$ cat src/rtl/core/mhpq_pkg.sv
package mhpq_pkg;

  localparam int ZONE_W        = 8;
  localparam int KEY_W         = 31;
  localparam int OP_W          = 2;
  localparam int STATUS_W      = 2;
  localparam int FILL_W        = 7;
  localparam int DEPTH_DEFAULT = 64;

  localparam logic [OP_W-1:0] OP_PUSH     = 2'd0;
  localparam logic [OP_W-1:0] OP_POP      = 2'd1;
  localparam logic [OP_W-1:0] OP_DECREASE = 2'd2;

  localparam logic [STATUS_W-1:0] ST_OK      = 2'd0;
  localparam logic [STATUS_W-1:0] ST_FULL    = 2'd1;
  localparam logic [STATUS_W-1:0] ST_EMPTY   = 2'd2;
  localparam logic [STATUS_W-1:0] ST_MISSING = 2'd3;

  typedef struct packed {
    logic [ZONE_W-1:0] zone;
    logic [KEY_W-1:0]  key;
    logic [ZONE_W-1:0] prev;
  } entry_t;

  typedef enum logic [1:0] {
    RS_PARENT,
    RS_POP,
    RS_CHILD,
    RS_SCAN
  } rsel_t;

  typedef enum logic [1:0] {
    WS_MOVING,
    WS_PARENT,
    WS_CHILD
  } wsel_t;

  typedef struct packed {
    logic                load_req;
    logic                push_start;
    logic                pop_take;
    logic                srch_init;
    logic                srch_step;
    logic                srch_hit;
    rsel_t               rsel;
    logic                wr_en;
    wsel_t               wsel;
    logic                set_status;
    logic [STATUS_W-1:0] status_code;
    logic                out_load;
  } cmd_t;

  typedef struct packed {
    logic full;
    logic empty;
    logic cnt_one;
    logic pos_zero;
    logic up_stop;
    logic dn_stop;
    logic found;
    logic scan_done;
  } flags_t;

endpackage

$ cat src/rtl/core/mhpq_ctrl.sv
module mhpq_ctrl
  import mhpq_pkg::*;
(
  input  logic            clk,
  input  logic            rst,
  input  logic            in_valid,
  output logic            in_ready,
  input  logic [OP_W-1:0] operation,
  output logic            out_valid,
  input  logic            out_ready,
  input  flags_t          flags,
  output cmd_t            cmd
);

  typedef enum logic [3:0] {
    S_IDLE,
    S_POP_RD,
    S_POP_EV,
    S_DN_RD,
    S_DN_EV,
    S_UP_RD,
    S_UP_EV,
    S_SEARCH,
    S_FINISH
  } state_t;

  state_t state;
  state_t state_next;

  assign in_ready = state == S_IDLE;

  always_comb begin
    cmd        = '0;
    state_next = state;
    case (state)
      S_IDLE: begin
        if (in_valid) begin
          cmd.load_req    = 1'b1;
          cmd.set_status  = 1'b1;
          cmd.status_code = ST_OK;
          case (operation)
            OP_PUSH: begin
              if (flags.full) begin
                cmd.status_code = ST_FULL;
                state_next      = S_FINISH;
              end else begin
                cmd.push_start = 1'b1;
                state_next     = S_UP_RD;
              end
            end
            OP_POP: begin
              if (flags.empty) begin
                cmd.status_code = ST_EMPTY;
                state_next      = S_FINISH;
              end else begin
                state_next = S_POP_RD;
              end
            end
            OP_DECREASE: begin
              cmd.status_code = ST_MISSING;
              cmd.srch_init   = 1'b1;
              state_next      = S_SEARCH;
            end
            default: state_next = S_FINISH;
          endcase
        end
      end
      S_POP_RD: begin
        cmd.rsel   = RS_POP;
        state_next = S_POP_EV;
      end
      S_POP_EV: begin
        cmd.pop_take = 1'b1;
        state_next   = flags.cnt_one ? S_FINISH : S_DN_RD;
      end
      S_DN_RD: begin
        cmd.rsel   = RS_CHILD;
        state_next = S_DN_EV;
      end
      S_DN_EV: begin
        cmd.wr_en = 1'b1;
        if (flags.dn_stop) begin
          cmd.wsel   = WS_MOVING;
          state_next = S_FINISH;
        end else begin
          cmd.wsel   = WS_CHILD;
          state_next = S_DN_RD;
        end
      end
      S_UP_RD: begin
        if (flags.pos_zero) begin
          cmd.wr_en  = 1'b1;
          cmd.wsel   = WS_MOVING;
          state_next = S_FINISH;
        end else begin
          cmd.rsel   = RS_PARENT;
          state_next = S_UP_EV;
        end
      end
      S_UP_EV: begin
        cmd.wr_en = 1'b1;
        if (flags.up_stop) begin
          cmd.wsel   = WS_MOVING;
          state_next = S_FINISH;
        end else begin
          cmd.wsel   = WS_PARENT;
          state_next = S_UP_RD;
        end
      end
      S_SEARCH: begin
        cmd.rsel = RS_SCAN;
        if (flags.found) begin
          cmd.srch_hit    = 1'b1;
          cmd.set_status  = 1'b1;
          cmd.status_code = ST_OK;
          state_next      = S_UP_RD;
        end else if (flags.scan_done) begin
          state_next = S_FINISH;
        end else begin
          cmd.srch_step = 1'b1;
        end
      end
      S_FINISH: begin
        if (!out_valid || out_ready) begin
          cmd.out_load = 1'b1;
          state_next   = S_IDLE;
        end
      end
      default: state_next = S_IDLE;
    endcase
  end

  always_ff @(posedge clk) begin
    if (rst) begin
      state     <= S_IDLE;
      out_valid <= 1'b0;
    end else begin
      state <= state_next;
      if (cmd.out_load) begin
        out_valid <= 1'b1;
      end else if (out_ready) begin
        out_valid <= 1'b0;
      end
    end
  end

endmodule

$ cat config.mk
export PLATFORM = sky130hd
export DESIGN_NAME = mhpq_ctrl
export DESIGN_NICKNAME = d
export VERILOG_FILES = /design/src/rtl/core/mhpq_pkg.sv /design/src/rtl/core/mhpq_ctrl.sv
export SDC_FILE = /design/constraint.sdc
export NUM_CORES = 1
export LEC_CHECK = 0
export BUFFER_PORTS_ARGS = -buffer_cell sky130_fd_sc_hd__buf_4
export CORE_UTILIZATION = 42
export DETAILED_ROUTE_END_ITERATION = 10
export GPL_TIMING_DRIVEN = 0
export PLACE_DENSITY_LB_ADDON = 0.1
export SYNTH_ARGS = -nofsm -noshare
export SYNTH_HDL_FRONTEND = slang
export SYNTH_SLANG_ARGS = --single-unit
$ cat constraint.sdc
create_clock -name clk -period 1.75 [get_ports clk]
set_input_delay 0.35 -clock clk [delete_from_list [all_inputs] [get_ports clk]]
set_output_delay 0.35 -clock clk [all_outputs]
set_load 0.005 [all_outputs]
## After elaboration in Yosys (flattened, before gate mapping)

Cells that the tools add are included.

- Flip-flop bits (word level): 5
- Output and inout port bits: 17
- Word-level logic and storage cells: 60
- Bits of input ports: 14

- Mux-type cells: 39
- Eq/ne operators: 13
- Reduce and logical (&&, ||, !) cells: 6

Operator list:

| operator | number |
|---|---|
| 4-bit 2-to-1 mux | 10 |
| 4-bit one-hot mux with 9 select lines | 1 |
| 4-bit by 3-bit == test with 1-bit output (second input constant) | 4 |
| 1-bit 2-to-1 mux | 15 |
| 2-bit one-hot mux with 3 select lines | 2 |
| 4-bit one-hot mux with 3 select lines | 1 |
| 2-bit 2-to-1 mux | 5 |
| 3-bit 2-to-1 mux | 3 |
| 3-bit one-hot mux with 3 select lines | 1 |
| 4-bit by 2-bit == test with 1-bit output (second input constant) | 2 |
| 3-bit one-hot mux with 2 select lines | 1 |
| 4-bit by 1-bit == test with 1-bit output (second input constant) | 1 |
| 4-bit == test (second input constant) | 1 |
| 4-bit logical NOT | 1 |
| 2-bit != test (second input constant) | 2 |
| 3-bit != test (second input constant) | 1 |
| 3-bit AND reduction | 1 |
| 2-bit by 1-bit == test with 1-bit output (second input constant) | 1 |
| 2-bit == test (second input constant) | 1 |
| 2-bit logical NOT | 1 |
| 2-bit nonzero test | 1 |
| 1-bit logical NOT | 1 |
| 1-bit logical OR | 1 |

## Longest topological paths before layout

Gate-level depths: netlist of the first run.

- Depth in word-level cells: 5
- Depth in mapped cells: 5
- Depth with buffers taken out: 4

## Least setup slack after synthesis of the first run

Ideal clock, no wire load.

- Kind: register to output
- Start: reg state[1]
- End: out cmd[13] (netlist bit)
- Required time: 1.400 ns
- Setup slack: 0.121 ns
- Stages on the path, launching flop included: 5
- Arrival: 1.279 ns
- Buffers on the path: 1
- Path through: dfxtp_1 buf_4 nor4_2 nand2_1 nor4_1

RTL lines:

| element | line | text |
|---|---|---|
| start, declared | mhpq_ctrl.sv:27 | `state_t state;` |
| start signal, assigned | mhpq_ctrl.sv:138 | `state <= state_next;` |
| end, declared | mhpq_ctrl.sv:12 | `output cmd_t cmd` |

==> results of run 1 <==
==> power groups by stage <==
stage	Sequential [uW]	Clock [uW]	Combinational (uW)
final	159	136	449
after global routing	161	147	476
after global placement	150	0	313
after CTS	156	138	397
after floorplan	147	0	190
after detailed placement	151	0	318
==> critical path: cells and delay by family (launching register included) <==
kind,cells,cell delay [ns]
flip-flops,1,0.36
AND/OR/NAND/NOR,3,0.64
buffers and inverters,2,0.25
==> sequential cells by signal, indices dropped and copies added (netlist names) <==
name	count
state	4
out_valid	1
==> cells in the mapped netlist, drive strengths merged, types with 2 or more instances <==
cell type,count
a21oi,6
buf,4
nor2b,3
o31ai,2
nor3,4
nor4,5
nand2,7
or2,2
o21ai,2
nor2,9
inv,5
nand2b,5
dfxtp,5
==> repair_timing <==
item	4_1_cts	5_1_grt
resized for setup	15	11
setup endpoints to repair	8	10
cloned	0	0
pin swaps	3	8
buffers inserted	9	0
==> cells by family (layout without fill, tap and decap cells) <==
logic type / after synthesis / count (layout) / share of synthesized area
buf+inv: 9 / 52 / 0.0792
compound gates: 19 / 19 / 0.235
simple gates: 45 / 45 / 0.484
mux: 1 / 1 / 0.0204
flops: 5 / 5 / 0.181
==> per-stage QoR <==
step           utilization  worst slack (ns)
2_1_floorplan            -             0.121
3_3_place_gp         0.679            -0.115
3_5_place_dp         0.679            -0.156
4_1_cts              0.800          -0.00756
5_1_grt              0.844            -0.127
6_report             0.844           -0.0985
==> worst paths after layout <==
kind / startpoint / to / slack, ns / cells past startpoint
min reg2reg: out_valid / state[3] / 0.62 / 3
max: state[3] / cmd[3] / -0.1 / 5
min: rst / state[3] / 0.29 / 2
max reg2reg: state[1] / state[3] / 0.19 / 7
==> metal layers <==
| layer | GRT usage | vias up | share of wire |
|---|---|---|---|
| met5 | 0 | - | 0 |
| met4 | 0.0893 | 0 | 0.021 |
| met3 | 0.110 | 6 | 0.099 |
| met2 | 0.492 | 55 | 0.49 |
| met1 | 0.329 | 360 | 0.39 |
| li1 | - | 383 | - |
==> layout make-up <==
class | count | area (sq um) | share of cell area
buffer | 4 | 32.5 | 0.0329
sequential | 5 | 113 | 0.114
timing repair buffer | 39 | 304 | 0.308
clock buffer | 4 | 26.3 | 0.0266
inverter | 5 | 18.8 | 0.0190
tap | 14 | 17.5 | 0.0177
multi-input combinational | 65 | 477 | 0.482
==> metrics, run 1 <==
Slew headroom 0.743; Final Power 745 uW; first-pass GRT wire length 2870 um; I/O Pins 31; largest net degree at the start of global routing 11; area of placed instances 796 sq um; WS Path Type reg -> out; Flop pwr share 0.213; hold_buf cts 0; dominant cells by area after synthesis dfxtp_1, nor2_1, a21oi_1; Syn Nets 93; CTS root buffer clkbuf_4; HP Class in -> reg; Routed WL per cell 15.4 um; post-route setup slack -0.0985 ns; DRC Markers 0; Post-Syn Area 553 sq um; endpoints failing setup 4; synth unique cells 37; Startpoint Class flop; CTS clk-pin slew, worst paths 0.04 ns; final clock skew 0.00674 ns; Die Span Y 38.3 um; Arrival @ worst endpoint 1.50 ns; CP dominant cell by count buf_4; Seq/Total Area, Yosys 0.181; CP Capture Type output pin; drt via density 5.91; CP max FO 4; fin nets 137; Async SR Flop Fraction 0; Sw Share 0.387; Worst EP required 1.40 ns; EDFF count, synth 0; Mapped Cells 79; run status finished with violations; CTS tree built; detailed placer's ending HPWL 1230 um; gr ovfl total 0; Pre-antenna DRT Iters 4; maximum VDD drop 0.707 mV; cts bufs inserted 3; final period utilization 1.06; Cell Chain, Critical Path nand2b_4, buf_4, nor3_1, or2_1, buf_4; Core ar. 1170 sq um; Static Leak 0.000453 uW; gpl congestion 0.843; number of max-cap violations 0; number of diodes 0; remaining antenna violation count 0; Synth warnings 0; Fin Hold WS 0.291 ns; Port-buffer cells 30; routed wire length 2100 um; die area 1470 sq um; Vias 804; clock insertion delay at the later pin of the skew report 0.25 ns; setup_tns -0.175 ns; most frequent cells in the layout buf_4, nor2_1, a21oi_1, nand2_1; initial antenna violation count 0; most common cell after layout, fill and taps aside buf_4; Avg Synthesized Cell Area 7.00 sq um; synthesized flop and latch total 5; clock share of power 0.183; CP max stage cell dfxtp_4; placed cell count 123; CTS Buffer Depth 2; Int Pwr 456 uW; Final Cell Area 988 sq um; Power Density 753 nW/um^2; die width 38.3 um; RSZ-0062 raised after global routing yes; H-tree levels 1; Logic pwr share 0.604; Net Sw Power 289 uW; fillers 78; Synth top area share 0.181; Least-Margin Pin Slew 0.383 ns; fmax 541 MHz; initial DRC count 37; layout cell share with drive strength beyond 1 0.541; initial core utilization 0.472; P&R area growth vs syn 78.7%; area leader, netlist dfxtp_1; FP Rows 12; count of pins over their slew limit 0; post-route insts no fill 136; vias in the first global route 662; Clock Sinks 5; failing checks negative setup slack; Main synth FF type dfxtp_1; Final Hold Fails 0; Period minus WS final 1.85 ns; gr usage total 0.289; Worst path max stage delay 0.36 ns
(Power assumes the default switching activity.)
==> run 2, diff against run 1 <==
- clock period: 1.75 -> 2.1 ns (I/O delays scaled with it)
==> metrics, run 2 (synthesis gave the netlist of run 1 again) <==
Slew headroom 0.649 (-0.0933); Final Power 514 uW (-31%); die width 38.3 um (unchanged); Worst Setup SP state[2]; initial core utilization 0.472 (unchanged); max reg flops 4 (unchanged); count of pins over their slew limit 0 (unchanged); WS Path Type reg -> out; CP dominant cell by count buf_4; most frequent cells in the layout buf_4, nor2_1, nand2_1, a21oi_1, dfxtp_1; gr ovfl total 0 (unchanged); largest net degree at the start of global routing 11 (unchanged); endpoints failing setup 0 (-4); drt via density 5.68 (-4.0%); Final Cell Area 833 sq um (-16%); FF-to-FF Start state[2]; P&R area growth vs syn 50.7%; most common cell after layout, fill and taps aside buf_4; Worst EP required 1.68 ns (+0.28 ns); HP Class in -> reg; vias in the first global route 594 (-10%); FP Rows 12 (unchanged); Vias 721 (-10%); gpl congestion 0.843 (unchanged); Port-buffer cells 30 (unchanged); initial DRC count 19 (-49%); CP max FO 10 (+6); Die Span Y 38.3 um (unchanged); final period utilization 0.960; Startpoint Class flop; worst min-delay path startpoint rst; routed wire length 1550 um (-26%); run status complete, no violations; CTS tree built; Core ar. 1170 sq um (unchanged); first-pass GRT wire length 2350 um (-18%); fmax 496 MHz; cell depth of the worst setup path 5 (unchanged); Worst path max stage delay 0.46 ns (+0.10 ns); Cell Chain, Critical Path buf_4, nand2_1, or4_4, inv_1, buf_4; hold_buf cts 0 (unchanged); number of max-cap violations 0 (unchanged); area of placed instances 796 sq um (unchanged); hold depth 2 (unchanged); maximum VDD drop 0.576 mV (-18%); critical path's top delay family simple AND/OR/NAND/NOR gates; cts bufs inserted 3 (unchanged); Final Hold Fails 0 (unchanged); Arrival @ worst endpoint 1.60 ns (+0.10 ns); setup bufs post-CTS 0 (-9); final clock skew 0.00603 ns (-0.000711 ns); post-route setup slack 0.0849 ns (+0.183 ns); Pre-antenna DRT Iters 4 (unchanged); detailed placer's ending HPWL 1230 um (unchanged); Clock Sinks 5 (unchanged); Regs by FF count state x4, out_valid x1; die area 1470 sq um (unchanged); setup_tns 0 ns (+0.175 ns); CTS root buffer clkbuf_4; DRC Markers 0 (unchanged); R2R depth 5 (-2); gr usage total 0.229 (-0.0598); CP Capture Type output pin; remaining antenna violation count 0 (unchanged); Static Leak 0.000392 uW (-14%); number of diodes 0 (unchanged); initial antenna violation count 0 (unchanged); Period minus WS final 2.02 ns; CP max stage cell or4_4; clock insertion delay at the later pin of the skew report 0.24 ns (about the same); Reg with most FFs state; pre-CTS WS 0.124 ns (+0.280 ns); layout cell share with drive strength beyond 1 0.389 (-0.152); Power Density 617 nW/um^2 (-18%); I/O Pins 31 (unchanged); H-tree levels 1 (unchanged); RSZ-0062 raised after global routing no; Routed WL per cell 12.2 um (-21%); CTS Buffer Depth 2 (unchanged); crit path buf inv count 3 (+1); Least-Margin Pin Slew 0.525 ns (+0.142 ns); fin nets 128 (-6.6%); CTS clk-pin slew, worst paths 0.05 ns (about the same)
[run 2: timing repair]
item / in CTS / in global routing
setup endpoints to repair: 5 / 1
pin swaps: 0 / 1
resized for setup: 2 / 0
[run 2: layer usage]
metal | track usage | vias up | routed length [um]
met5 | 0 | - | 0
met4 | 0 | 0 | 0
met3 | 0.0698 | 0 | 129
met2 | 0.415 | 43 | 727
met1 | 0.279 | 317 | 697
li1 | - | 361 | -
[run 2: per-stage QoR]
step	hold WS [ns]	utilization	cells
floorplan	0.489	-	79
global placement	0.622	0.679	123
detailed placement	0.623	0.679	123
CTS	0.368	0.712	127
global route	0.368	0.712	127
finish	0.375	0.712	127
[run 2: final cells by class]
class                      count  area [sq um]
inverter                       5          18.8
clock buffer                   4          26.3
tap                           14          17.5
buffer                         4          25.0
timing repair buffer          30           225
multi-input combinational     65           420
fill                         105           338
sequential                     5           100
[run 2: report_power, final]
part	internal, uW	switching [uW]	total [uW]
combinational	141	134	275
sequential	108	18.7	127
clock	71.9	39.9	112
[run 2: worst paths after layout]
check | end | slack [ns]
setup reg to reg | state[1] | 0.52
hold / removal | state[3] | 0.37
hold reg to reg | state[3] | 0.63
setup / recovery | cmd[10] | 0.08
[run 2: worst register-to-register path, cell delays in order, from the launching register on]
cell and delay (ns):
dfxtp_1 0.41, buf_4 0.20, nand2_1 0.10, or4_4 0.46, or2_1 0.24, o31ai_1 0.07
==> run 3, diff against run 2 <==
- CTS_CLUSTER_SIZE: not set -> 12
- MAX_ROUTING_LAYER: not set -> met4
==> metrics, run 3 (synthesis gave the netlist of run 1 again) <==
vias in the first global route 596 (+0.34%); WS Path Type reg -> out; Final Power 514 uW (about the same); Routed WL per cell 12.2 um (-0.39%); setup slack, reg-to-reg 0.52 ns (about the same); Static Leak 0.000392 uW (unchanged); CTS clk-pin slew, worst paths 0.05 ns (about the same); area of the multi-input gates 420 sq um (unchanged); hold_buf cts 0 (unchanged); Regs by FF count state x4, out_valid x1; Die Span Y 38.3 um (unchanged); drt via density 5.65 (-0.55%); number of diodes 0 (unchanged); gpl congestion 0.856 (+1.6%); Final Hold Fails 0 (unchanged); H-tree levels 1 (unchanged); post-route setup slack 0.0827 ns (-0.00215 ns); P&R area growth vs syn 50.7% (unchanged); Clock Sinks 5 (unchanged); Power Density 617 nW/um^2 (about the same); maximum VDD drop 0.576 mV (about the same); Worst EP required 1.68 ns (about the same); die width 38.3 um (unchanged); Slew headroom 0.649 (unchanged); Pre-antenna DRT Iters 4 (unchanged); count of pins over their slew limit 0 (unchanged); final period utilization 0.961 (+0.00102); DRC Markers 0 (unchanged); initial DRC count 18 (-1); run status complete, no violations; most frequent cells in the layout buf_4, nor2_1, nand2_1, a21oi_1, dfxtp_1; setup_tns 0 ns (unchanged); fin nets 128 (unchanged); remaining antenna violation count 0 (unchanged); pre-CTS WS 0.124 ns (unchanged); routed wire length 1550 um (-0.39%); die area 1470 sq um (unchanged); CTS Buffer Depth 2 (unchanged); Port-buffer cells 30 (unchanged); gr usage total 0.235 (+0.00573); HP Class in -> reg; number of max-cap violations 0 (unchanged); layout cell share with drive strength beyond 1 0.389 (unchanged); largest net degree at the start of global routing 11 (unchanged); CTS tree built; Core ar. 1170 sq um (unchanged); Vias 717 (-0.55%); cts bufs inserted 3 (unchanged); CP max FO 10 (unchanged); final clock skew 0.00603 ns (unchanged); Period minus WS final 2.02 ns (+0.00215 ns); FP Rows 12 (unchanged); Register Area 100 sq um (unchanged); max reg flops 4 (unchanged); Startpoint Class flop; CP Capture Type output pin; Arrival @ worst endpoint 1.60 ns (about the same); fmax 496 MHz (-0.11%); Reg with most FFs state; clock insertion delay at the later pin of the skew report 0.24 ns (about the same); most common cell after layout, fill and taps aside buf_4; gr ovfl total 0 (unchanged); Least-Margin Pin Slew 0.525 ns (unchanged); CTS root buffer clkbuf_4; initial antenna violation count 0 (unchanged); detailed placer's ending HPWL 1230 um (unchanged); first-pass GRT wire length 2350 um (unchanged); fillers 105 (unchanged); I/O Pins 31 (unchanged); endpoints failing setup 0 (unchanged); RSZ-0062 raised after global routing no; initial core utilization 0.472 (unchanged)
## run 3: cell counts in the layout (fill, tap and decap cells not counted)
Identical to the previous run, type by type.
## run 3: report_power, final
| part | leakage [uW] | total (uW) | switching [uW] | internal (uW) |
|---|---|---|---|---|
| Sequential | 0.0000408 | 127 | 18.7 | 108 |
| Combinational | 0.000336 | 275 | 134 | 141 |
| Clock | 0.0000150 | 112 | 39.9 | 71.9 |
| Total | 0.000392 | 514 | 193 | 321 |
## run 3: worst paths after layout
path                   from  depth (start not counted)        to
setup / recovery   state[2]                          5   cmd[10]
hold / removal          rst                          2  state[3]
setup reg to reg   state[2]                          5  state[1]
hold reg to reg   out_valid                          3  state[3]
## run 3: layout make-up
type | instances | area share
inverters | 5 | 0.0225
clock buffers | 4 | 0.0315
well taps | 14 | 0.0210
plain buffers | 4 | 0.0300
flip-flops and latches | 5 | 0.120
repair buffers | 30 | 0.270
multi-input cells | 65 | 0.505
## run 3: worst max-delay path, stage by stage, from the launching register on
cell     delay, ns
dfxtp_1       0.41
buf_4         0.20
nand2_1       0.10
or4_4         0.46
inv_1         0.07
buf_4         0.10
## run 3: timing repair
item	4_1_cts	5_1_grt
pin swaps	0	1
resized for setup	2	0
endpoints found under the setup margin	5	1
cloned	0	0
buffers inserted	0	0
## run 3: per-stage QoR
| step | hold slack, ns | utilization | area (sq um) | std cells |
|---|---|---|---|---|
| after floorplan | 0.489 | - | 553 | 79 |
| after global placement | 0.622 | 0.679 | 796 | 123 |
| after detailed placement | 0.623 | 0.679 | 796 | 123 |
| after CTS | 0.368 | 0.712 | 833 | 127 |
| after global routing | 0.368 | 0.712 | 833 | 127 |
| final | 0.375 | 0.712 | 833 | 127 |
## run 3: layer usage
layer  up-vias  GRT usage  part of all wire
li1        362          -                 -
met1       317      0.279              0.46
met2        38      0.415              0.47
met3         0     0.0698             0.073
met4         0          0                 0
met5         -          -                 0
